===== config.mk =====
export PLATFORM = sky130hd
export DESIGN_NAME = aco_mul
export DESIGN_NICKNAME = d
export VERILOG_FILES = /design/src/rtl/core/aco_pkg.sv /design/src/rtl/core/aco_mul.sv
export SDC_FILE = /design/constraint.sdc
export NUM_CORES = 2
export LEC_CHECK = 0
export BUFFER_PORTS_ARGS = -buffer_cell sky130_fd_sc_hd__buf_4
export CORE_MARGIN = 2
export CORE_UTILIZATION = 40
export CTS_CLUSTER_DIAMETER = 100
export DETAILED_ROUTE_END_ITERATION = 8
export HOLD_SLACK_MARGIN = 0.15
export PLACE_DENSITY = 0.66
export SYNTH_ARGS = -nofsm -noshare
export SYNTH_HDL_FRONTEND = slang
export SYNTH_SLANG_ARGS = --single-unit

===== constraint.sdc =====
create_clock -name clk_i -period 8.6 [get_ports clk_i]
set_input_delay 0 -clock clk_i [delete_from_list [all_inputs] [get_ports clk_i]]
set_output_delay 0 -clock clk_i [all_outputs]
set_load 0.02 [all_outputs]

===== src/rtl/core/aco_pkg.sv =====
// Shared types and constants for the pheromone engine.
`timescale 1ns / 1ps
package aco_pkg;

  localparam int NODE_W  = 4;
  localparam int COMM_W  = 2;
  localparam int NODES   = 1 << NODE_W;
  localparam int ARC_AW  = 2 * NODE_W;
  localparam int CELL_AW = ARC_AW + COMM_W;

  localparam int PHER_W  = 32;
  localparam int DES_W   = 17;
  localparam int WT_W    = 33;
  localparam int TOT_W   = WT_W + NODE_W;
  localparam int MUL_AW  = TOT_W;
  localparam int MUL_BW  = 26;
  localparam int MUL_PW  = MUL_AW + MUL_BW;
  localparam int DIV_NW  = 40;
  localparam int DIV_DW  = 24;
  localparam int DIV_CW  = $clog2(DIV_NW);

  // evaporate divides by 100 in two halves by reciprocal multiplication:
  // floor(y / 100) == (y * RECIP_100) >> RECIP_SH for y below 100 << EV_SPLIT
  localparam int EVX_W    = 40;
  localparam int EV_SPLIT = 20;
  localparam int RECIP_SH = 32;
  localparam logic [MUL_BW-1:0] RECIP_100 = 26'd42949673;

  localparam logic [6:0]       PCT_FULL = 7'd100;
  localparam logic [DES_W-1:0] Q_ONE    = 17'h10000;

  typedef enum logic [1:0] {
    OP_LOAD    = 2'd0,
    OP_SELECT  = 2'd1,
    OP_EVAP    = 2'd2,
    OP_DEPOSIT = 2'd3
  } op_e;

  typedef enum logic [1:0] {
    REG_EVAP  = 2'd0,
    REG_DEPC  = 2'd1,
    REG_CEIL  = 2'd2,
    REG_FLOOR = 2'd3
  } reg_e;

  typedef enum logic [4:0] {
    ST_CLEAR, ST_IDLE,
    ST_LD_DIV, ST_LD_WAIT, ST_LD_WR,
    ST_SA_RD, ST_SA_MUL, ST_SA_ACC, ST_THR_MUL, ST_THR_WR,
    ST_SB_RD, ST_SB_MUL, ST_SB_CMP,
    ST_EV_RD, ST_EV_MUL, ST_EV_HI, ST_EV_REM, ST_EV_LO, ST_EV_WR,
    ST_DP_RD, ST_DP_WAIT, ST_DP_WR
  } state_e;

  typedef struct packed {
    op_e         operation;
    logic [3:0]  src_node;
    logic [3:0]  node_to;
    logic [1:0]  commodity;
    logic [15:0] arc_cost;
    logic [15:0] arc_capacity;
    logic [15:0] package_request;
    logic [15:0] random_fraction;
    logic [23:0] paid_cost;
  } cmd_t;

  typedef struct packed {
    logic        found;
    logic [3:0]  target_node;
    logic [15:0] package_res;
  } res_t;

  typedef struct packed {
    logic              present;
    logic [15:0]       capacity;
    logic [15:0]       remaining;
  } arc_t;

  typedef struct packed {
    logic [PHER_W-1:0] pher;
    logic [DES_W-1:0]  desir;
  } cell_t;

  typedef struct packed {
    logic busy;
    logic done;
  } div_stat_t;

endpackage


===== src/rtl/core/aco_mul.sv =====
// Shared registered multiplier.
`timescale 1ns / 1ps
module aco_mul
  import aco_pkg::*;
(
  input  logic              clk_i,
  input  logic [MUL_AW-1:0] a_i,
  input  logic [MUL_BW-1:0] b_i,
  output logic [MUL_PW-1:0] p_o
);

  always_ff @(posedge clk_i) begin
    p_o <= MUL_PW'(a_i) * MUL_PW'(b_i);
  end

endmodule


==> impl_results.md <==
* Run status: complete, no violations
* Synth warnings at 0
* Hold violation total from the final report at 0
* Post-synthesis mux area share at 0%
* Number of fill cells at between 7000 and 8000
* Xor/xnor cell area share of the yosys netlist at 1.65%
* Number of pins with negative max-slew slack in the final report at 0
* Clock tree from TritonCTS: done
* Count of buffer and inverter cells on the critical path at 6
* Gpl congestion at 0.894
* Area contributors post-synth: sky130_fd_sc_hd__fa_1 53%, sky130_fd_sc_hd__inv_1 10%, sky130_fd_sc_hd__and2_1 10%
* Most common cell after layout, fill and taps aside: sky130_fd_sc_hd__inv_1
* Post-synth ARST share at 0%
* Origin of the worst min-delay path: a_i[1]
* Crit path top cell by count: sky130_fd_sc_hd__fa_1
* Net count of the mapped netlist at about 4600
* Layout cell share with drive strength beyond 1 at 4.19%
* Most frequent cells in the layout: 892 x sky130_fd_sc_hd__inv_1, 838 x sky130_fd_sc_hd__fa_1, 517 x sky130_fd_sc_hd__and2_1, 499 x sky130_fd_sc_hd__nand2_1, 202 x sky130_fd_sc_hd__ha_1
* Number of design-rule violations left by the first detailed-router iteration at 1127
* Transition time at the pin with the least slew margin at about 610 ps
* Router iterations before antenna repair at 5
* Type of the worst setup path: input port to flop
* Routed wire length at 84200 um
* Flip-flop count of the largest register, all copies and words added at 63
* Registers with the most flip-flops: p_o: 63 flops
* Aggregate negative setup slack at 0 ps
* ANT nets after route at 0
* Floorplan die width at 287 um
* Cell with the largest stage delay on the worst path: sky130_fd_sc_hd__fa_1
* Flip-flop and latch count after synthesis at 63
* Number of cells produced by synthesis at 3535
* Boundary Pins at about 130
* Input/output buffers at 126
* Clk buf depth at 2
* Initial antenna violation count at 1
* Startpoint of the worst setup timing path: b_i[5]
* DR WL/cell at 18.6 um
* Mapped Area at 31900 sq um
* Vias post-DR at 22953
* RSZ-0062 raised after global routing: false
* Remaining global-route overflow at 0
* Diode insertion count for antenna repair at 0
* Clock root cell: sky130_fd_sc_hd__clkbuf_16
* Post-layout min period at 6880 ps
* Number of different library cells in the post-synthesis netlist at 48
* FF/Latch Area at 1260 sq um
* Overall die height at about 290 um
* Number of synthesized flops with an enable pin at 0
* Final period util at between 80% and 90%
* Area added between synthesis and finish at 5.77%
* Area of the die at 82100 sq um
* Worst endpoint required time at 8890 ps
* Number of max-cap violations at 0
* Type of element capturing the critical path: flop
* Simple-gate portion of the synthesized area at 17.4%
* Vias per Instance at 5.06
* Final design utilization at 42.8%
* Dpl hpwl at approximately 67000 um
* Area share of the leading cell type in the synthesized netlist at a little over half
* Via count of the first global-routing pass at 25191
* Floorplan core area at 79000 sq um
* Per-instance average area after synthesis at 9.04 sq um
* Initial Utilization at slightly above 40%
* Post-synthesis cell type with the largest combined area: sky130_fd_sc_hd__fa_1
* Post_cts resized at 0
* Placement row count at 103
* Area of combinational cells with multiple inputs at 26600 sq um
* Reg with most FFs: p_o
* Synth Area in Adders at 60.4%
* Main combinational cell family by area after synthesis: adder cells
* Number of setup violations in the final report at 0
* Worst-path fanout max at 37
* Worst min-delay path class: input port to flop
* Clock transition at the register clock pins on the worst setup and hold paths after CTS at 70 ps
* Global-route wire length before repair at roughly 140000 um
* Critical path data arrival time at about 7200 ps
* Nets at approximately 4600
* Compound-cell area share of the yosys netlist at under 10%
* Peak clock frequency supported by timing at 145 MHz
* Total GRT Usage at 21.4%
* Worst relative slew slack at 58.9%
* DRC viols at 0
* H-tree Lvls at 3
* Largest net degree at the start of global routing at 38
* Sequential fraction of the synthesis area at 3.95%
* Worst stage delay on the critical path at about 540 ps
* Category of cells accounting for the largest share of critical-path delay: adder cells
* Type of element launching the critical path: input port
* CTS buffer count at 9
* Synth Flop Type: sky130_fd_sc_hd__dfxtp_1
* Clock tree sinks at 63
cell type report:
class                      count  area share (%)
clock inverter                 6           0.181
multi-input combinational   2388            78.7
inverter                     892            9.91
clock buffer                  10           0.678
sequential                    63            3.73
timing repair buffer         128            2.86
tap                         1050            3.89
layer usage:
metal  GRT usage [%]  up-vias  part of all wire [%]
met2            39.3      702                    53
li1                -     9964                     -
met4            8.61        2                   4.7
met1            25.2    12091                    37
met3            2.59      194                   4.8
met5               0        -                 0.013
metrics by stage:
| step | std cells | worst slack, ps | hold slack, ps | instance area [sq um] |
|---|---|---|---|---|
| after floorplan | 3535 | 1980 | 122 | 31900 |
| after global placement | 4519 | 1530 | 412 | 33500 |
| after detailed placement | 4519 | 1470 | 411 | 33500 |
| after CTS | 4537 | 1820 | 307 | 33800 |
| after global routing | 4537 | 1440 | 329 | 33800 |
| final | 4537 | 1720 | 308 | 33800 |
tightest hold or removal path, cell delays in order:
cell and delay (ps):
sky130_fd_sc_hd__buf_4 300, sky130_fd_sc_hd__and2_1 180, sky130_fd_sc_hd__ha_1 120
synth_stat cells, types with 4 or more instances:
cell,number
sky130_fd_sc_hd__a21o_1,41
sky130_fd_sc_hd__xnor2_1,43
sky130_fd_sc_hd__o21ai_1,4
sky130_fd_sc_hd__a211oi_1,6
sky130_fd_sc_hd__o21ai_0,21
sky130_fd_sc_hd__nor3_1,8
sky130_fd_sc_hd__fa_1,838
sky130_fd_sc_hd__inv_1,892
sky130_fd_sc_hd__clkbuf_1,186
sky130_fd_sc_hd__xor2_1,17
sky130_fd_sc_hd__and3_1,5
sky130_fd_sc_hd__nand2_1,499
sky130_fd_sc_hd__and2_1,517
sky130_fd_sc_hd__ha_1,202
sky130_fd_sc_hd__nand4_1,13
sky130_fd_sc_hd__nand3_1,15
sky130_fd_sc_hd__o21bai_1,10
sky130_fd_sc_hd__buf_2,5
sky130_fd_sc_hd__a21boi_0,7
sky130_fd_sc_hd__and4_1,5
sky130_fd_sc_hd__a21oi_1,60
sky130_fd_sc_hd__nor2_1,30
sky130_fd_sc_hd__dfxtp_1,63
sky130_fd_sc_hd__a31oi_1,12
sky130_fd_sc_hd__nor2b_1,4
logic make-up (layout without fill, tap and decap cells):
kind of cell	count (synthesis)	after routing
adder cells (fa/ha/maj)	1040	1040
AND/OR/NAND/NOR	1104	1104
flip-flops	63	63
XOR/XNOR	60	60
buffers and inverters	1084	1036
AO/OA/AOI/OAI	184	184
what timing repair did:
action                                 4_1_cts  5_1_grt
setup buffers                                0        0
endpoints found under the hold margin        1        0
hold buffers                                 2        0
path summary, 6_finish.rpt:
check | cells after the start | slack [ps] | end
setup / recovery | 25 | 1720 | p_o[60]$_DFF_P_
hold / removal | 3 | 310 | p_o[1]$_DFF_P_
Power is not shown: default switching activity piles up to over one toggle a cycle in this logic, so the estimate is an artifact.
