--- src/rtl/core/aco_ram.sv ---
// Generic single-write, single-read RAM with registered read data.
`timescale 1ns / 1ps
module aco_ram #(
  parameter int WIDTH = 8,
  parameter int DEPTH = 16
) (
  input  logic                     clk_i,
  input  logic                     we_i,
  input  logic [$clog2(DEPTH)-1:0] waddr_i,
  input  logic [WIDTH-1:0]         wdata_i,
  input  logic [$clog2(DEPTH)-1:0] raddr_i,
  output logic [WIDTH-1:0]         rdata_o
);

  logic [WIDTH-1:0] mem_q [DEPTH];

  always_ff @(posedge clk_i) begin
    if (we_i) begin
      mem_q[waddr_i] <= wdata_i;
    end
    rdata_o <= mem_q[raddr_i];
  end

endmodule

--- config.mk ---
export PLATFORM = sky130hd
export DESIGN_NAME = aco_ram
export DESIGN_NICKNAME = d
export VERILOG_FILES = /design/src/rtl/core/aco_ram.sv
export SDC_FILE = /design/constraint.sdc
export NUM_CORES = 1
export LEC_CHECK = 0
export ABC_AREA = 1
export BUFFER_PORTS_ARGS = -buffer_cell sky130_fd_sc_hd__buf_4
export CAP_MARGIN = 20
export CORE_MARGIN = 1
export CORE_UTILIZATION = 30
export CTS_CLUSTER_SIZE = 25
export DETAILED_ROUTE_END_ITERATION = 10
export SLEW_MARGIN = 25
export SYNTH_ARGS = -nofsm -noshare
export SYNTH_HDL_FRONTEND = slang
export SYNTH_SLANG_ARGS = --single-unit
--- constraint.sdc ---
create_clock -name clk_i -period 1.3 [get_ports clk_i]
set_input_delay 0.065 -clock clk_i [delete_from_list [all_inputs] [get_ports clk_i]]
set_output_delay 0.065 -clock clk_i [all_outputs]
set_load 0.005 [all_outputs]
==> impl_metrics.csv, run 1 <==
group,metric,value,unit
cts,h-tree-depth,4,
synth,synth-seq-cells,136,
power,power_density,1460,nW/um^2
timing,tightestPinTransition,0.290,ns
job,cap_violations,0,
power,total_power,10.2,mW
detailed_routing,first_iter_violations,221,
cells_and_area,diodes,0,
die,dieArea,19800,sq um
cells_and_area,final_cells,850,
synth,synth_area,5770,sq um
cells_and_area,nNetsFinal,621,
cells_and_area,fill_cells,1830,
hold_path,hp-class,"input port to register",
cells_and_area,seq_area,4000,sq um
placed_design,gp_congestion,0.827,
grt,grt_pass1_vias,3680,
grt,overflow,0,
detailed_routing,post_drt_wl_per_cell,15.6,microns
cells_and_area,drive_gt1_frac,0.133,
cts,cts.sinks,136,
timing,report.final.slew_viol_count,0,
cts,clk_latency,0.43,ns
worst_setup_path,start_kind,"register",
worst_setup_path,setup.worst_path.end_class,"register",
status,status,"finished, final reports clean",
worst_setup_path,crit_path_max_fanout,1,
placed_design,dp.cells,812,
synth,synth_nets,569,
timing,setup_viol,0,
die,row_count,50,
detailed_routing,firstDrtPassIters,4,
die,fp.dieW,141,microns
grt,grt_max_degree,65,
grt,grt_pass1_wl,20800,microns
power,p_leak,2.99,nW
power,peakVddDrop,1.16,mV
worst_setup_path,arrival,1.38,ns
cts,clock_path_buffers,2,
die,core-area,18800,sq um
detailed_routing,drc,0,
grt,grt_antenna_before_repair,0,
synth,ys_types,12,
worst_setup_path,cp.required,1.60,ns
cts,cts-buffers-inserted,17,
die,start_util,0.307,
placed_design,hpwl,8290,microns
detailed_routing,vias_per_cell,4.41,
detailed_routing,vias,3747,
die,die_h,141,microns
synth,synth_warnings,0,
detailed_routing,drt_wl_total,13200,microns
timing,maxSlewHeadroom,0.806,
cts,cts.clk_slew.worst_paths,0.05,ns
die,io_pins,26,
cells_and_area,final_core_util,0.371,
worst_setup_path,worstSetupPathType,"register to register",
cells_and_area,syn2layout_area_growth,20.6,%
cts,post_cts_buffers,0,
synth,seq_area_frac_synth,0.694,
placed_design,port_buffers,25,
timing,timing.hold.ws,0.00356,ns
cts,cts_tree,"yes",
synth,synthCells,551,
timing,fin_worst_skew,0.0110,ns
timing,period_share,0.832,
cts,cts-root-buf,"clkbuf_16",
timing,final.setup.tns,0,ns
detailed_routing,ant_nets,0,
timing,timing.fmax,925,MHz
timing,hold_violations,0,
timing,rsz0062_at_grt,"no",
cells_and_area,multi_input_area,1210,sq um
timing,period_minus_slack,1.08,ns
grt,grt_usage,0.146,
synth,syn_avg_cell_area,10.5,sq um
## flip-flops by register name, summed over array words and instances (netlist names)
name / cells
mem_q: 128
rdata_o: 8
## worst max-delay path, cell delays in order (launching register included)
cell,delay [ns]
edfxtp_1,0.35
inv_1,0.06
nand2_1,0.04
nand3_1,0.09
nand3_1,0.11
nand3_1,0.23
nand2_1,0.09
## power breakdown
| group | switching, mW | internal, mW | total, mW |
|---|---|---|---|
| registers | 0.0360 | 4.90 | 4.94 |
| clock network | 1.71 | 2.86 | 4.57 |
| logic | 0.424 | 0.239 | 0.662 |
| total | 2.17 | 8.00 | 10.2 |
## metal layers
layer,vias up,global-route usage,routed length [microns]
met2,111,0.236,6330
met4,0,0.0669,205
met3,13,0.0404,830
met5,-,0,0
met1,1749,0.182,5860
li1,1874,-,-
## stage by stage
stage | setup WS, ns | cell area, sq um
2_1_floorplan | 0.284 | 5770
3_3_place_gp | 0.116 | 6330
3_5_place_dp | 0.0959 | 6330
4_1_cts | 0.245 | 6960
5_1_grt | 0.147 | 6960
6_report | 0.219 | 6960
## layout by cell type, fill, tap and decap left out
master and instances:
clkbuf_8 5, clkbuf_16 17, clkinv_1 1, nor2_1 17, inv_1 100, clkinvlp_4 2
clkbuf_1 2, dlygate4sd3_1 6, dfxtp_1 8, nand2_1 173, edfxtp_1 128, bufinv_16 1
buf_4 47, nand3_1 97, buf_12 4, clkinv_2 4, inv_2 2, nand3b_1 2
## repair_timing
action | 4_1_cts | 5_1_grt
hold endpoints to repair | 72 | 0
hold buffers | 6 | 0
gates resized for setup | 0 | 0
setup endpoints to repair | 0 | 0
## cells in the mapped netlist
cell,instances,area share
inv_2,2,0.0013
nand2_1,173,0.11
nand3_1,97,0.084
buf_6,6,0.012
buf_4,4,0.0052
dfxtp_1,8,0.028
buf_1,1,0.00065
nor2_1,17,0.011
inv_1,100,0.065
buf_2,13,0.011
edfxtp_1,128,0.67
nand3b_1,2,0.0026
## cell type report
type / count / area share
sequential: 136 / 0.576
multi-input combinational: 289 / 0.174
clock buffer: 24 / 0.0721
timing repair buffer: 57 / 0.0709
inverter: 102 / 0.0550
tap: 234 / 0.0421
clock inverter: 8 / 0.00989
## cells by family (layout without fill, tap and decap cells)
| family | Yosys count | count (layout) | share of synthesized area |
|---|---|---|---|
| flops | 136 | 136 | 0.694 |
| simple gates | 289 | 289 | 0.210 |
| buf+inv | 126 | 191 | 0.0952 |
## worst paths after layout
check / from / to / slack [ns] / depth (start not counted)
hold reg to reg: mem_q[14][4] / rdata_o[4] / 0.67 / 6
setup reg to reg: mem_q[7][5] / rdata_o[5] / 0.22 / 6
hold / removal: wdata_i[5] / mem_q[2][5] / 0.004 / 1
setup / recovery: mem_q[7][5] / rdata_o[5] / 0.22 / 6
(Power assumes the default switching activity.)
==> run 2, diff against run 1 <==
- clock period: 1.3 -> 1.05 ns (I/O delays scaled with it)
==> run 2 against run 1 <==
The run now ends with hold timing left. Sequential share of layout area fell by 1.5 points. First-iteration DRC count rose by 6.3%. Non-clock buffer count rose by 4. Wire length fell by 0.24%. Count of clock-buffer cells in the layout fell by 6. Clock skew rose by 0.00056 ns. Final area rose by 2.7%.
==> impl_metrics.csv, run 2 (synthesis gave the netlist of run 1 again) <==
group,metric,value,unit
placed_design,port_buffers,25,
worst_setup_path,rr_worst_depth,6,
cts,cts.sinks,136,
worst_setup_path,start_kind,"input port",
detailed_routing,firstDrtPassIters,4,
cells_and_area,diodes,0,
die,die_h,141,microns
status,violations,"hold timing",
die,io_pins,26,
status,status,"finished, violations left",
cells_and_area,syn2layout_area_growth,23.9,%
cts,cts.clk_slew.worst_paths,0.06,ns
power,peakVddDrop,1.15,mV
cells_and_area,most-common-layout-cells,"nand2_1, edfxtp_1, inv_1",
timing,hold_violations,11,
worst_setup_path,r2r-end,"rdata_o[3]",
power,power_density,1890,nW/um^2
placed_design,dp.cells,816,
die,row_count,50,
worst_setup_path,worstSetupPathType,"input port to register",
cells_and_area,multi_input_area,1260,sq um
hold_path,hp-class,"input port to register",
hold_path,whs_path_depth,1,
detailed_routing,vias_per_cell,4.40,
cts,clock_path_buffers,2,
detailed_routing,post_drt_wl_per_cell,15.5,microns
cts,h-tree-depth,4,
cells_and_area,final_core_util,0.381,
timing,period_share,0.967,
cells_and_area,largest_reg_flops,128,
timing,rsz0062_at_grt,"no",
detailed_routing,drt_wl_total,13200,microns
hold_path,hold_end,"mem_q[3][7]",
cts,post_cts_buffers,0,
timing,report.final.slew_viol_count,0,
placed_design,hpwl,8210,microns
cells_and_area,layout_commonest_cell,"nand2_1",
worst_setup_path,crit_path_max_fanout,9,
cells_and_area,reg.largest.list,"mem_q x128, rdata_o x8",
cts,clk_latency,0.42,ns
cts,cts-buffers-inserted,17,
grt,grt_pass1_wl,20600,microns
power,p_leak,3.07,nW
detailed_routing,drc,0,
cells_and_area,top_register,"mem_q",
cells_and_area,seq_area,4000,sq um
timing,timing.fmax,985,MHz
placed_design,gp_congestion,0.784,
die,fp.dieW,141,microns
grt,grt_usage,0.145,
worst_setup_path,reg2reg_from,"mem_q[7][3]",
timing,fin_worst_skew,0.0115,ns
cts,cts-root-buf,"clkbuf_16",
hold_path,hold_path_startpoint,"wdata_i[7]",
cells_and_area,nNetsFinal,625,
detailed_routing,vias,3760,
cells_and_area,drive_gt1_frac,0.156,
grt,grt_antenna_before_repair,0,
timing,period_minus_slack,1.02,ns
timing,setup_viol,0,
worst_setup_path,setup.worst_path.end_class,"register",
grt,overflow,0,
die,core-area,18800,sq um
timing,timing.hold.ws,-0.00289,ns
job,cap_violations,0,
worst_setup_path,cp.required,1.41,ns
die,dieArea,19800,sq um
cts,cts_tree,"yes",
timing,maxSlewHeadroom,0.736,
timing,tightestPinTransition,0.396,ns
grt,grt_pass1_vias,3613,
detailed_routing,first_iter_violations,235,
die,start_util,0.307,
cells_and_area,fill_cells,1863,
cells_and_area,final_cells,854,
grt,grt_max_degree,49,
detailed_routing,ant_nets,0,
worst_setup_path,arrival,1.38,ns
worst_setup_path,ff2ff_setup_slack,0.06,ns
-- run 2: worst max path at each step --
stage	start	to	slack, ns
5_1_grt	mem_q[6][0]	rdata_o[0]	0.0008
3_3_place_gp	raddr_i[0]	rdata_o[5]	-0.11
2_1_floorplan	waddr_i[3]	mem_q[4][0]	0.05
3_5_place_dp	raddr_i[0]	rdata_o[5]	-0.12
4_1_cts	mem_q[1][5]	rdata_o[5]	0.0008
6_report	raddr_i[3]	rdata_o[5]	0.03
-- run 2: cell type report --
type	count	share of cell area
Tap cell	234	0.0410
Multi-Input combinational cell	289	0.176
Clock buffer	18	0.0600
Sequential cell	136	0.560
Inverter	102	0.0536
Timing Repair Buffer	61	0.0784
Clock inverter	14	0.0310
-- run 2: timing repair --
action,in CTS,in global routing
hold buffers,6,0
endpoints found under the hold margin,73,0
endpoints found under the setup margin,0,5
gates resized for setup,0,9
-- run 2: worst max-delay path: stages --
cell	delay, ns
dlygate4sd3_1	0.54
buf_4	0.18
inv_1	0.32
nand3_2	0.18
nand2_1	0.10
-- run 2: through the flow --
stage               worst slack, ns  cell area [sq um]  TNS [ns]  power [mW]  hold slack [ns]
floorplan                    0.0467               5770         0        6.64            0.151
global placement             -0.108               6390    -0.424        7.06            0.380
detailed placement           -0.118               6390    -0.492        7.06            0.380
CTS                        0.000838               7100         0        13.6          0.00282
global route               0.000824               7150         0        13.9          0.00410
finish                       0.0347               7150         0        13.5         -0.00289
-- run 2: metal layers --
metal,vias to the layer above,global-route usage,routed length (microns)
li1,1885,-,-
met1,1762,0.186,5810
met4,0,0.0515,162
met3,12,0.0346,717
met5,-,0,0
met2,101,0.239,6500
-- run 2: report_power, final --
part / total (mW) / internal [mW] / switching [mW]
clock: 6.52 / 4.23 / 2.29
combinational: 0.865 / 0.325 / 0.540
sequential: 6.11 / 6.07 / 0.0383
total: 13.5 / 10.6 / 2.87
