$ cat config.mk
export PLATFORM = sky130hd
export DESIGN_NAME = aco_div
export DESIGN_NICKNAME = d
export VERILOG_FILES = /design/src/rtl/core/aco_pkg.sv /design/src/rtl/core/aco_div.sv
export SDC_FILE = /design/constraint.sdc
export NUM_CORES = 1
export LEC_CHECK = 0
export BUFFER_PORTS_ARGS = -buffer_cell sky130_fd_sc_hd__buf_2
export CAP_MARGIN = 10
export CORE_MARGIN = 1
export CORE_UTILIZATION = 55
export CTS_BUF_LIST = sky130_fd_sc_hd__clkbuf_4 sky130_fd_sc_hd__clkbuf_8
export CTS_CLUSTER_DIAMETER = 50
export DETAILED_ROUTE_END_ITERATION = 7
export GPL_TIMING_DRIVEN = 0
export PLACE_DENSITY_LB_ADDON = 0.1
export SLEW_MARGIN = 20
export SYNTH_ARGS = -nofsm -noshare
export SYNTH_HDL_FRONTEND = slang
export SYNTH_SLANG_ARGS = --single-unit
export TNS_END_PERCENT = 50
$ cat constraint.sdc
create_clock -name clk_i -period 8.65 [get_ports clk_i]
set_clock_uncertainty 0.2 [all_clocks]
set_input_delay 0.4325 -clock clk_i [delete_from_list [all_inputs] [get_ports clk_i]]
set_output_delay 0.4325 -clock clk_i [all_outputs]
set_load 0.03 [all_outputs]
$ cat src/rtl/core/aco_pkg.sv
// Shared types and constants for the pheromone engine.
`timescale 1ns / 1ps
package aco_pkg;

  localparam int NODE_W  = 4;
  localparam int COMM_W  = 2;
  localparam int NODES   = 1 << NODE_W;
  localparam int ARC_AW  = 2 * NODE_W;
  localparam int CELL_AW = ARC_AW + COMM_W;

  localparam int PHER_W  = 32;
  localparam int DES_W   = 17;
  localparam int WT_W    = 33;
  localparam int TOT_W   = WT_W + NODE_W;
  localparam int MUL_AW  = TOT_W;
  localparam int MUL_BW  = 26;
  localparam int MUL_PW  = MUL_AW + MUL_BW;
  localparam int DIV_NW  = 40;
  localparam int DIV_DW  = 24;
  localparam int DIV_CW  = $clog2(DIV_NW);

  // evaporate divides by 100 in two halves by reciprocal multiplication:
  // floor(y / 100) == (y * RECIP_100) >> RECIP_SH for y below 100 << EV_SPLIT
  localparam int EVX_W    = 40;
  localparam int EV_SPLIT = 20;
  localparam int RECIP_SH = 32;
  localparam logic [MUL_BW-1:0] RECIP_100 = 26'd42949673;

  localparam logic [6:0]       PCT_FULL = 7'd100;
  localparam logic [DES_W-1:0] Q_ONE    = 17'h10000;

  typedef enum logic [1:0] {
    OP_LOAD    = 2'd0,
    OP_SELECT  = 2'd1,
    OP_EVAP    = 2'd2,
    OP_DEPOSIT = 2'd3
  } op_e;

  typedef enum logic [1:0] {
    REG_EVAP  = 2'd0,
    REG_DEPC  = 2'd1,
    REG_CEIL  = 2'd2,
    REG_FLOOR = 2'd3
  } reg_e;

  typedef enum logic [4:0] {
    ST_CLEAR, ST_IDLE,
    ST_LD_DIV, ST_LD_WAIT, ST_LD_WR,
    ST_SA_RD, ST_SA_MUL, ST_SA_ACC, ST_THR_MUL, ST_THR_WR,
    ST_SB_RD, ST_SB_MUL, ST_SB_CMP,
    ST_EV_RD, ST_EV_MUL, ST_EV_HI, ST_EV_REM, ST_EV_LO, ST_EV_WR,
    ST_DP_RD, ST_DP_WAIT, ST_DP_WR
  } state_e;

  typedef struct packed {
    op_e         operation;
    logic [3:0]  src_node;
    logic [3:0]  node_to;
    logic [1:0]  commodity;
    logic [15:0] arc_cost;
    logic [15:0] arc_capacity;
    logic [15:0] package_request;
    logic [15:0] random_fraction;
    logic [23:0] paid_cost;
  } cmd_t;

  typedef struct packed {
    logic        found;
    logic [3:0]  target_node;
    logic [15:0] package_res;
  } res_t;

  typedef struct packed {
    logic              present;
    logic [15:0]       capacity;
    logic [15:0]       remaining;
  } arc_t;

  typedef struct packed {
    logic [PHER_W-1:0] pher;
    logic [DES_W-1:0]  desir;
  } cell_t;

  typedef struct packed {
    logic busy;
    logic done;
  } div_stat_t;

endpackage

$ cat src/rtl/core/aco_div.sv
// Restoring divider, one quotient bit per cycle.
`timescale 1ns / 1ps
module aco_div
  import aco_pkg::*;
(
  input  logic              clk_i,
  input  logic              rst_ni,
  input  logic              start_i,
  input  logic [DIV_NW-1:0] dividend_i,
  input  logic [DIV_DW-1:0] divisor_i,
  output div_stat_t         stat_o,
  output logic [DIV_NW-1:0] quot_o
);

  logic              busy_q, done_q;
  logic [DIV_CW-1:0] cnt_q;
  logic [DIV_DW-1:0] rem_q, dvs_q;
  logic [DIV_NW-1:0] quo_q;
  logic [DIV_DW:0]   trial, diff;
  logic              ge;

  assign trial = {rem_q, quo_q[DIV_NW-1]};
  assign diff  = trial - {1'b0, dvs_q};
  assign ge    = trial >= {1'b0, dvs_q};

  always_ff @(posedge clk_i or negedge rst_ni) begin
    if (!rst_ni) begin
      busy_q <= 1'b0;
      done_q <= 1'b0;
      cnt_q  <= '0;
    end else begin
      done_q <= 1'b0;
      if (start_i) begin
        busy_q <= 1'b1;
        cnt_q  <= DIV_CW'(DIV_NW - 1);
      end else if (busy_q) begin
        cnt_q <= cnt_q - 1'b1;
        if (cnt_q == '0) begin
          busy_q <= 1'b0;
          done_q <= 1'b1;
        end
      end
    end
  end

  always_ff @(posedge clk_i) begin
    if (start_i) begin
      quo_q <= dividend_i;
      rem_q <= '0;
      dvs_q <= divisor_i;
    end else if (busy_q) begin
      quo_q <= {quo_q[DIV_NW-2:0], ge};
      rem_q <= ge ? diff[DIV_DW-1:0] : trial[DIV_DW-1:0];
    end
  end

  assign stat_o.busy = busy_q;
  assign stat_o.done = done_q;
  assign quot_o      = quo_q;

endmodule

==> flow_summary.toml, run 1 <==
[grt]
grt_pass1_vias = 4030
grt_pass1_wl_um = 19100
grt_overflow = 0
grt_start_max_net_pins = 27
grt_antenna_before_repair = 0
grtUsageTotal_pct = 24.6

[sta]
final_max_slew_viol_count = 0
max_freq_ghz = 0.324
period_share_pct = 35.7
slew_headroom_pct = 57.9
setup-violations-final = 0
fin_ws_ps = 5560
worstMarginPinSlew_ps = 632
finalSetupTns_ps = 0
period_needed_ps = 3090
rsz0062_at_grt = "no"
hold_viol = 0

[clocking]
cts-buffers-inserted = 9
tritoncts = "built"
insertion_delay_ps = 370
cts-htree-levels = 3
cts_root_buf = "clkbuf_8"
cts.sinks = 96
cts_buffer_depth = 2
post_cts_resized = 0
clk_pin_slew_worst_paths_ps = 100

[synthesis]
async_flop_share_pct = 8.33
yosys.area.top_type = "edfxtp_1"
ys_ff_latch = 96
yosysUniqueCellTypes = 63
synth_most_common_cell = "edfxtp_1"
avgSynthCellArea_um2 = 11.0
yosysSeqAreaShare_pct = 49.6
syn_inst = 477
synth_area_leaders = "edfxtp_1 (37%), dfxtp_1 (9.2%), mux2_2 (8.6%), ha_1 (6.2%), dfrtp_1 (3.8%)"
netlist_area_um2 = 5250
ys_warn_count = 0
syn_nets = 571
synth_edf_count = 64
yosys-top-cells-count = "edfxtp_1 (64), nand2_1 (51), mux2_2 (40)"
synth_ff_type = "edfxtp_1"
synth_top_area_share_pct = 36.6

[finish]
final_net_count = 692
drive_gt1_share_pct = 32.3
antenna_cells = 0
syn_to_final_growth_pct = 18.6
design_area_um2 = 6220
final_core_util_pct = 67.4

[power]
p_leak_nw = 2.68
pwr-share-comb_pct = 15.7
seq_power_share_pct = 51.8
p_sw_share_pct = 26.3
powerDensity_nw_per_um2 = 167
p_clk_share_pct = 32.5
p_switching_w = 0.000273
ir_drop_uv = 163
power.internal_w = 0.000765

[placed_design]
port_buffers = 108
dp_hpwl_um = 8640
dp_slack_ps = 5560
placed_cell_area_um2 = 5980
gp_congestion = 0.930

[die]
start_util_pct = 56.8
dieArea_um2 = 9940
rows = 35
core_um2 = 9240
fp.dieW_um = 99.7
ios = 109
die_h_um = 99.7

[setup_path]
cpMostUsedCell = "a2111oi_2"
critPathLaunchType = "register"
slowest_stage = "fa_1"
path_cells = "inv_1 -> ha_1 -> fa_1 -> and2b_1 -> o2111ai_2 -> a21oi_2 -> a2111oi_2 -> o31ai_1 -> a211o_1 -> a211oi_2 -> a2111oi_2"
cp_slowest_stage_delay_ps = 410
worstPathMaxFanout = 4
criticalPathCategory = "reg -> reg"
crit_required_ps = 8720
critical_path_arrival_ps = 3160
end_kind = "register"

[detailed_routing]
drt-initial-drc-count = 163
wl_per_cell_um = 15.9
drcViolationCount = 0
ant_nets = 0
vias = 4088
dr_wl_met3_um = 1100
topRoutingLayerUsed = "met4"
met2_length_um = 5470
routed_wl_um = 11600
met1_length_um = 4860
via_per_inst = 5.58
dr.pass1.iters = 4

[worst_hold_path]
hp-class = "in -> reg"

[job]
drv_cap = 0

[status]
outcome = "finished, final reports clean"
[layout by cell type (no fill, tap or decap), types with 5 or more instances in the layout]
master and count:
dfxtp_1 24, clkbuf_8 10, nand3_1 11, mux2_2 40, clkbuf_1 13, inv_1 35, edfxtp_1 64, o21ai_0 10
o211ai_1 8, xor2_1 7, o21ai_1 7, ha_1 26, xnor2_1 12, buf_2 111, nor3_1 6, a311oi_1 14
buf_4 5, nor2_1 32, and3_1 7, a21o_1 5, a21oi_1 20, nand2_1 50, dfrtp_1 8
[routing by layer]
metal  global-route usage, %  up-vias
li1                        -     1993
met1                    30.7     1920
met2                    40.8      161
met3                    8.43       14
met4                    6.22        0
met5                       0        -
[power groups by stage]
| stage | Combinational, W | Sequential [W] | Clock (W) |
|---|---|---|---|
| finish | 0.000163 | 0.000538 | 0.000338 |
| global route | 0.000177 | 0.000542 | 0.000358 |
| CTS | 0.000164 | 0.000538 | 0.000344 |
| detailed placement | 0.000163 | 0.000547 | 0 |
| global placement | 0.000160 | 0.000547 | 0 |
| floorplan | 0.0000732 | 0.000585 | 0 |
[sequential cells by signal, indices dropped and copies added, names as in the netlist]
register	flops
quot_o	40
busy_q	1
cnt_q	6
dvs_q	24
rem_q	24
done_q	1
[critical path: cells and delay by family (launching register included)]
family / cells / cell delay (ps)
AOI/OAI and AO/OA: 7 / 1490
adders and majority gates: 2 / 650
DFF: 1 / 370
and+or+nand+nor: 1 / 240
buffers and inverters: 1 / 50
[cell families after synthesis]
group / count (synthesis) / share of synthesized area, %
flops: 96 / 49.6
fa+ha+maj: 27 / 6.58
xor+xnor: 19 / 3.17
buf+inv: 58 / 4.58
mux: 40 / 8.58
compound gates: 103 / 15.2
simple gates: 134 / 12.3
[path summary, 6_finish.rpt]
path | startpoint | to | slack (ps) | cells after the start
max | quot_o[39] | rem_q[22] | 5560 | 11
min | divisor_i[20] | dvs_q[20] | 30 | 1
max reg2reg | quot_o[39] | rem_q[22] | 5560 | 11
min reg2reg | rem_q[5] | rem_q[6] | 300 | 2
max in group asynchronous | rst_ni | cnt_q[0] | 7870 | 2
min in group asynchronous | rst_ni | busy_q | 220 | 2
[cell type report]
class / instances / area (um2)
Timing Repair Buffer: 110 / 578
Clock inverter: 5 / 88.8
Buffer: 23 / 109
Inverter: 35 / 131
Fill cell: 723 / 3020
Sequential cell: 96 / 2600
Tap cell: 129 / 161
Clock buffer: 11 / 145
Multi-Input combinational cell: 323 / 2410
[metrics by stage]
stage               cells  power, W  hold WS, ps
floorplan             477  0.000658        -63.1
global placement      714  0.000706         76.2
detailed placement    715  0.000710         80.2
CTS                   732   0.00105         18.7
global route          732   0.00108         11.6
finish                732   0.00104         33.2
[timing repair]
| item | 4_1_cts | 5_1_grt |
|---|---|---|
| endpoints found under the hold margin | 8 | 0 |
| setup buffers | 0 | 0 |
| hold buffers | 1 | 0 |
Power figures use the tool's default switching activity.
==> run 2, diff against run 1 <==
- clock period: 8.65 -> 3.17 ns (I/O delays scaled with it)
==> run 2 against run 1 <==
Against the previous run:
- sequential cell count unchanged
- worst hold slack improved by 94 ps
- sequential share of layout area decreased by 4.1 points
- cell count increased by 8.9%
- via count increased by 10%
- critical path type unchanged
- largest power group unchanged
- highest routed layer unchanged
==> flow_summary.toml, run 2 (synthesis results as in run 1) <==
[status]
outcome = "finished, final reports clean"

[sta]
slew_headroom_pct = 53.4
holdWs_ps = 127
period_share_pct = 95.3
final_max_slew_viol_count = 0
worstMarginPinSlew_ps = 698
finalSetupTns_ps = 0
hold_viol = 0
max_freq_ghz = 0.331
setup-violations-final = 0
period_needed_ps = 3020

[setup_path]
criticalPathCategory = "reg -> reg"
worstPathMaxFanout = 10
end_kind = "register"
worst_r2r_endpoint = "quot_o[0]"
r2r-start = "dvs_q[20]"
rrSetupSlack_ps = 150
reg2reg_depth = 10
critical_path_arrival_ps = 2950
critPathLaunchType = "register"
crit_required_ps = 3100

[finish]
syn_to_final_growth_pct = 31.6
design_area_um2 = 6910
layout_commonest_cell = "buf_2"
antenna_cells = 0
largest_reg_flops = 40
final_core_util_pct = 74.8
final_net_count = 757
layout_common_cells = "buf_2 (111), dlygate4sd3_1 (66), edfxtp_1 (64)"
drive_gt1_share_pct = 29.3

[die]
fp.dieW_um = 99.7
ios = 109
core_um2 = 9240
start_util_pct = 56.8
dieArea_um2 = 9940
rows = 35
die_h_um = 99.7

[clocking]
cts_root_buf = "clkbuf_8"
insertion_delay_ps = 370
clk_pin_slew_worst_paths_ps = 100
tritoncts = "built"
cts-htree-levels = 3
cts_buffer_depth = 2
post_cts_buffers = 0
cts.sinks = 96
cts-buffers-inserted = 9

[detailed_routing]
routed_wl_um = 13800
drcViolationCount = 0
ant_nets = 0
dr.pass1.iters = 5
wl_per_cell_um = 17.3
vias = 4498
drt-initial-drc-count = 218
via_per_inst = 5.64

[grt]
grt_start_max_net_pins = 27
grt_pass1_wl_um = 22100
grt_overflow = 0
grt_antenna_before_repair = 0
grtUsageTotal_pct = 28.9
grt_pass1_vias = 4537

[worst_hold_path]
hold_path_end = "dvs_q[6]"
hp-class = "in -> reg"
hp-start = "start_i"
hold_depth = 1

[placed_design]
port_buffers = 108
dp_hpwl_um = 8640
placed_cell_area_um2 = 5980
gp_congestion = 0.930

[job]
drv_cap = 0

[power]
p_leak_nw = 2.97
powerDensity_nw_per_um2 = 424
p_total_w = 0.00293
ir_drop_uv = 403
[run 2: where the power goes]
group          total [W]  leakage (nW)  internal [W]  switching [W]
combinational   0.000526          1.90      0.000230       0.000296
clock           0.000930         0.119      0.000484       0.000446
sequential       0.00148         0.945       0.00143      0.0000475
[run 2: area by class of cell]
type                            count  area, um2
Sequential cell                    96       2600
Multi-Input combinational cell    323       2440
Fill cell                         617       2330
Timing Repair Buffer              175       1230
Tap cell                          129        161
Clock buffer                       11        145
Inverter                           35        131
Buffer                             23        109
Clock inverter                      5       88.8
[run 2: worst max-delay path, cell delays in order (launching register included)]
cell,delay [ps]
edfxtp_1,380
inv_1,60
ha_1,260
a21oi_2,220
o21ai_1,140
a311oi_2,350
nor4b_4,280
o21ai_2,150
and2_2,250
buf_4,210
mux2_2,270
[run 2: metrics by stage]
stage / instances / setup slack (ps)
floorplan: 477 / 161
global placement: 714 / -241
detailed placement: 715 / 93.0
CTS: 797 / 73.8
global route: 797 / -0.772
finish: 797 / 149
[run 2: worst max path at each step]
stage               slack (ps)  startpoint    endpoint
finish                     150   dvs_q[20]   quot_o[0]
global route              -0.8  quot_o[39]   rem_q[22]
CTS                         70  quot_o[39]   rem_q[22]
detailed placement          90  quot_o[39]   rem_q[22]
global placement          -240     start_i  quot_o[23]
floorplan                  160  quot_o[39]   rem_q[22]
[run 2: layer usage]
| metal | global-route usage, % | share of wire (%) | vias to the layer above | wire length [um] |
|---|---|---|---|---|
| li1 | - | - | 2123 | - |
| met1 | 35.6 | 41 | 2151 | 5700 |
| met2 | 50.6 | 49 | 196 | 6800 |
| met3 | 7.17 | 7.6 | 28 | 1050 |
| met4 | 7.92 | 1.9 | 0 | 267 |
| met5 | 0 | 0 | - | 0 |
[run 2: timing repair]
item                       in CTS  in global routing
setup endpoints to repair       0                  4
hold buffers                   66                  0
hold endpoints to repair       72                  0
gates resized for setup         0                  4
==> run 3, diff against run 2 <==
- ABC_AREA: unset -> 1
==> run 3 against run 2 <==
Against the previous run:
- sequential share of layout area shrank 2.9 points
- count of clock-buffer cells in the layout is the same
- routed wire length grew 15%
- register-to-register slack gained 530 ps
- synthesized cell count grew 67%
==> flow_summary.toml, run 3 <==
[finish]
final_core_util_pct = 72.2
n_fill_cell = 793
final_net_count = 1074
final_cells = 1121
largest_reg_flops = 40
antenna_cells = 0
drive_gt1_share_pct = 17.1
syn_to_final_growth_pct = 27.3
layout_commonest_cell = "nand2_1"
layout_common_cells = "nand2_1 (314), inv_1 (129), buf_2 (115)"

[status]
outcome = "finished, final reports clean"

[sta]
setup-violations-final = 0
final_max_slew_viol_count = 0
slew_headroom_pct = 55.1
fin_ws_ps = 676
period_share_pct = 78.7
period_needed_ps = 2490
max_freq_ghz = 0.401
rsz0062_at_grt = "no"
worstMarginPinSlew_ps = 673
hold_viol = 0
holdWs_ps = 145

[die]
dieArea_um2 = 11100
die_h_um = 105
core_um2 = 10400
ios = 109
fp.dieW_um = 105
rows = 37
start_util_pct = 56.7

[setup_path]
reg2reg_depth = 11
path_buf_inv = 2
end_kind = "register"
crit_cells = 11
worstPathMaxFanout = 3
critPathLaunchType = "register"
cp_slowest_stage_delay_ps = 410
critical_path_arrival_ps = 2560
path_cells = "inv_1 -> ha_1 -> fa_1 -> inv_1 -> a21oi_1 -> o21bai_1 -> nand2_1 -> nand3_1 -> nand3_2 -> nand3_1 -> nand2_1"
criticalPathCategory = "reg -> reg"
crit_required_ps = 3240
crit_family = "adder cells"
slowest_stage = "fa_1"

[clocking]
insertion_delay_ps = 380
cts_buffer_depth = 2
post_cts_buffers = 0
cts-buffers-inserted = 9
cts_root_buf = "clkbuf_8"
clk_pin_slew_worst_paths_ps = 100
cts.sinks = 96
tritoncts = "built"
cts-htree-levels = 3
post_cts_resized = 0
cts_hold_buffers = 66

[power]
p_switching_w = 0.00196
p_sw_share_pct = 41.1
powerDensity_nw_per_um2 = 637
power.internal_w = 0.00281
pwr-share-comb_pct = 45.5
p_total_w = 0.00477
p_leak_nw = 3.92
p_clk_share_pct = 19.9
ir_drop_uv = 358
seq_power_share_pct = 34.5

[synthesis]
synth_area_leaders = "edfxtp_1 (33%), nand2_1 (20%), inv_1 (8.2%), dfxtp_1 (8.2%), ha_1 (5.5%)"
avgSynthCellArea_um2 = 7.40
ys_ff_latch = 96
ys_warn_count = 0
synth_ff_type = "edfxtp_1"
yosys-top-cells-count = "nand2_1 (314), inv_1 (129), edfxtp_1 (64)"
netlist_area_um2 = 5880
yosys.area.top_type = "edfxtp_1"
synth_top_area_share_pct = 32.7
syn_inst = 795
synth_edf_count = 64
synth_most_common_cell = "nand2_1"
async_flop_share_pct = 8.33
yosysSeqAreaShare_pct = 44.2
syn_nets = 889
yosysUniqueCellTypes = 37

[detailed_routing]
drt-initial-drc-count = 318
drcViolationCount = 0
ant_nets = 0
vias = 5692
wl_per_cell_um = 14.2
dr.pass1.iters = 5
via_per_inst = 5.08
routed_wl_um = 15900

[grt]
grt_start_max_net_pins = 50
grt_antenna_before_repair = 0
grt_overflow = 0
grtUsageTotal_pct = 29.7
grt_pass1_wl_um = 25900
grt_pass1_vias = 5594

[worst_hold_path]
hp-class = "in -> reg"
hold_depth = 1

[placed_design]
gp_congestion = 0.914
dp_slack_ps = 443
place_inst = 1039
dp_hpwl_um = 10800
port_buffers = 108

[job]
drv_cap = 0
-- run 3: cell count changes in the layout (fill, tap and decap cells not counted), sizes merged, moves of 16 or more --
cell / previous run / this run
nand3: 11 / 63
inv: 36 / 141
nand4: 3 / 29
a311oi: 16 / 0
mux2: 40 / 0
nand2: 52 / 320
-- run 3: worst reg2reg max path: cells and delay by family (launching register included) --
family	cells	cell delay [ps]
adders and majority gates	2	630
and+or+nand+nor	5	520
AOI/OAI and AO/OA	2	470
DFF	1	380
buffers and inverters	2	190
-- run 3: logic make-up after synthesis --
| kind of cell | Yosys count | share of synthesized area, % |
|---|---|---|
| fa+ha+maj | 27 | 5.87 |
| simple gates | 459 | 33.7 |
| buf+inv | 168 | 11.3 |
| xor+xnor | 10 | 1.49 |
| flops | 96 | 44.2 |
| compound gates | 35 | 3.40 |
-- run 3: area by class of cell --
class	instances	area (um2)	share of cell area [%]
Multi-Input combinational cell	531	2620	34.9
Sequential cell	96	2600	34.7
Timing Repair Buffer	174	1200	16.0
Inverter	145	544	7.27
Tap cell	136	170	2.27
Clock buffer	11	145	1.94
Buffer	23	125	1.67
Clock inverter	5	87.6	1.17
-- run 3: worst paths after layout --
path	startpoint	to	slack, ps
setup / recovery	quot_o[39]	rem_q[16]	680
hold / removal	start_i	dvs_q[12]	150
setup reg to reg	quot_o[39]	rem_q[16]	680
hold reg to reg	rem_q[14]	rem_q[14]	280
max in group asynchronous	rst_ni	cnt_q[5]	1950
min in group asynchronous	rst_ni	cnt_q[0]	540
-- run 3: power by group through the flow --
stage	clock network, W	logic [W]	registers, W
after floorplan	0	0.00148	0.00175
after global placement	0	0.00204	0.00166
after detailed placement	0	0.00207	0.00167
after CTS	0.000956	0.00215	0.00164
after global routing	0.000998	0.00243	0.00167
final	0.000951	0.00217	0.00165
-- run 3: stage by stage --
| stage | setup TNS (ps) | instance area, um2 |
|---|---|---|
| final | 0 | 7490 |
| after global routing | 0 | 7490 |
| after CTS | 0 | 7490 |
| after detailed placement | 0 | 6600 |
| after global placement | -42830 | 6590 |
| after floorplan | 0 | 5880 |
-- run 3: routing by layer --
| metal | GRT usage, % | up-vias | share of wire, % |
|---|---|---|---|
| met5 | 0 | - | 0 |
| li1 | - | 2864 | - |
| met3 | 4.89 | 30 | 5.9 |
| met2 | 51.2 | 206 | 49 |
| met4 | 12.9 | 0 | 2.1 |
| met1 | 36.6 | 2592 | 43 |
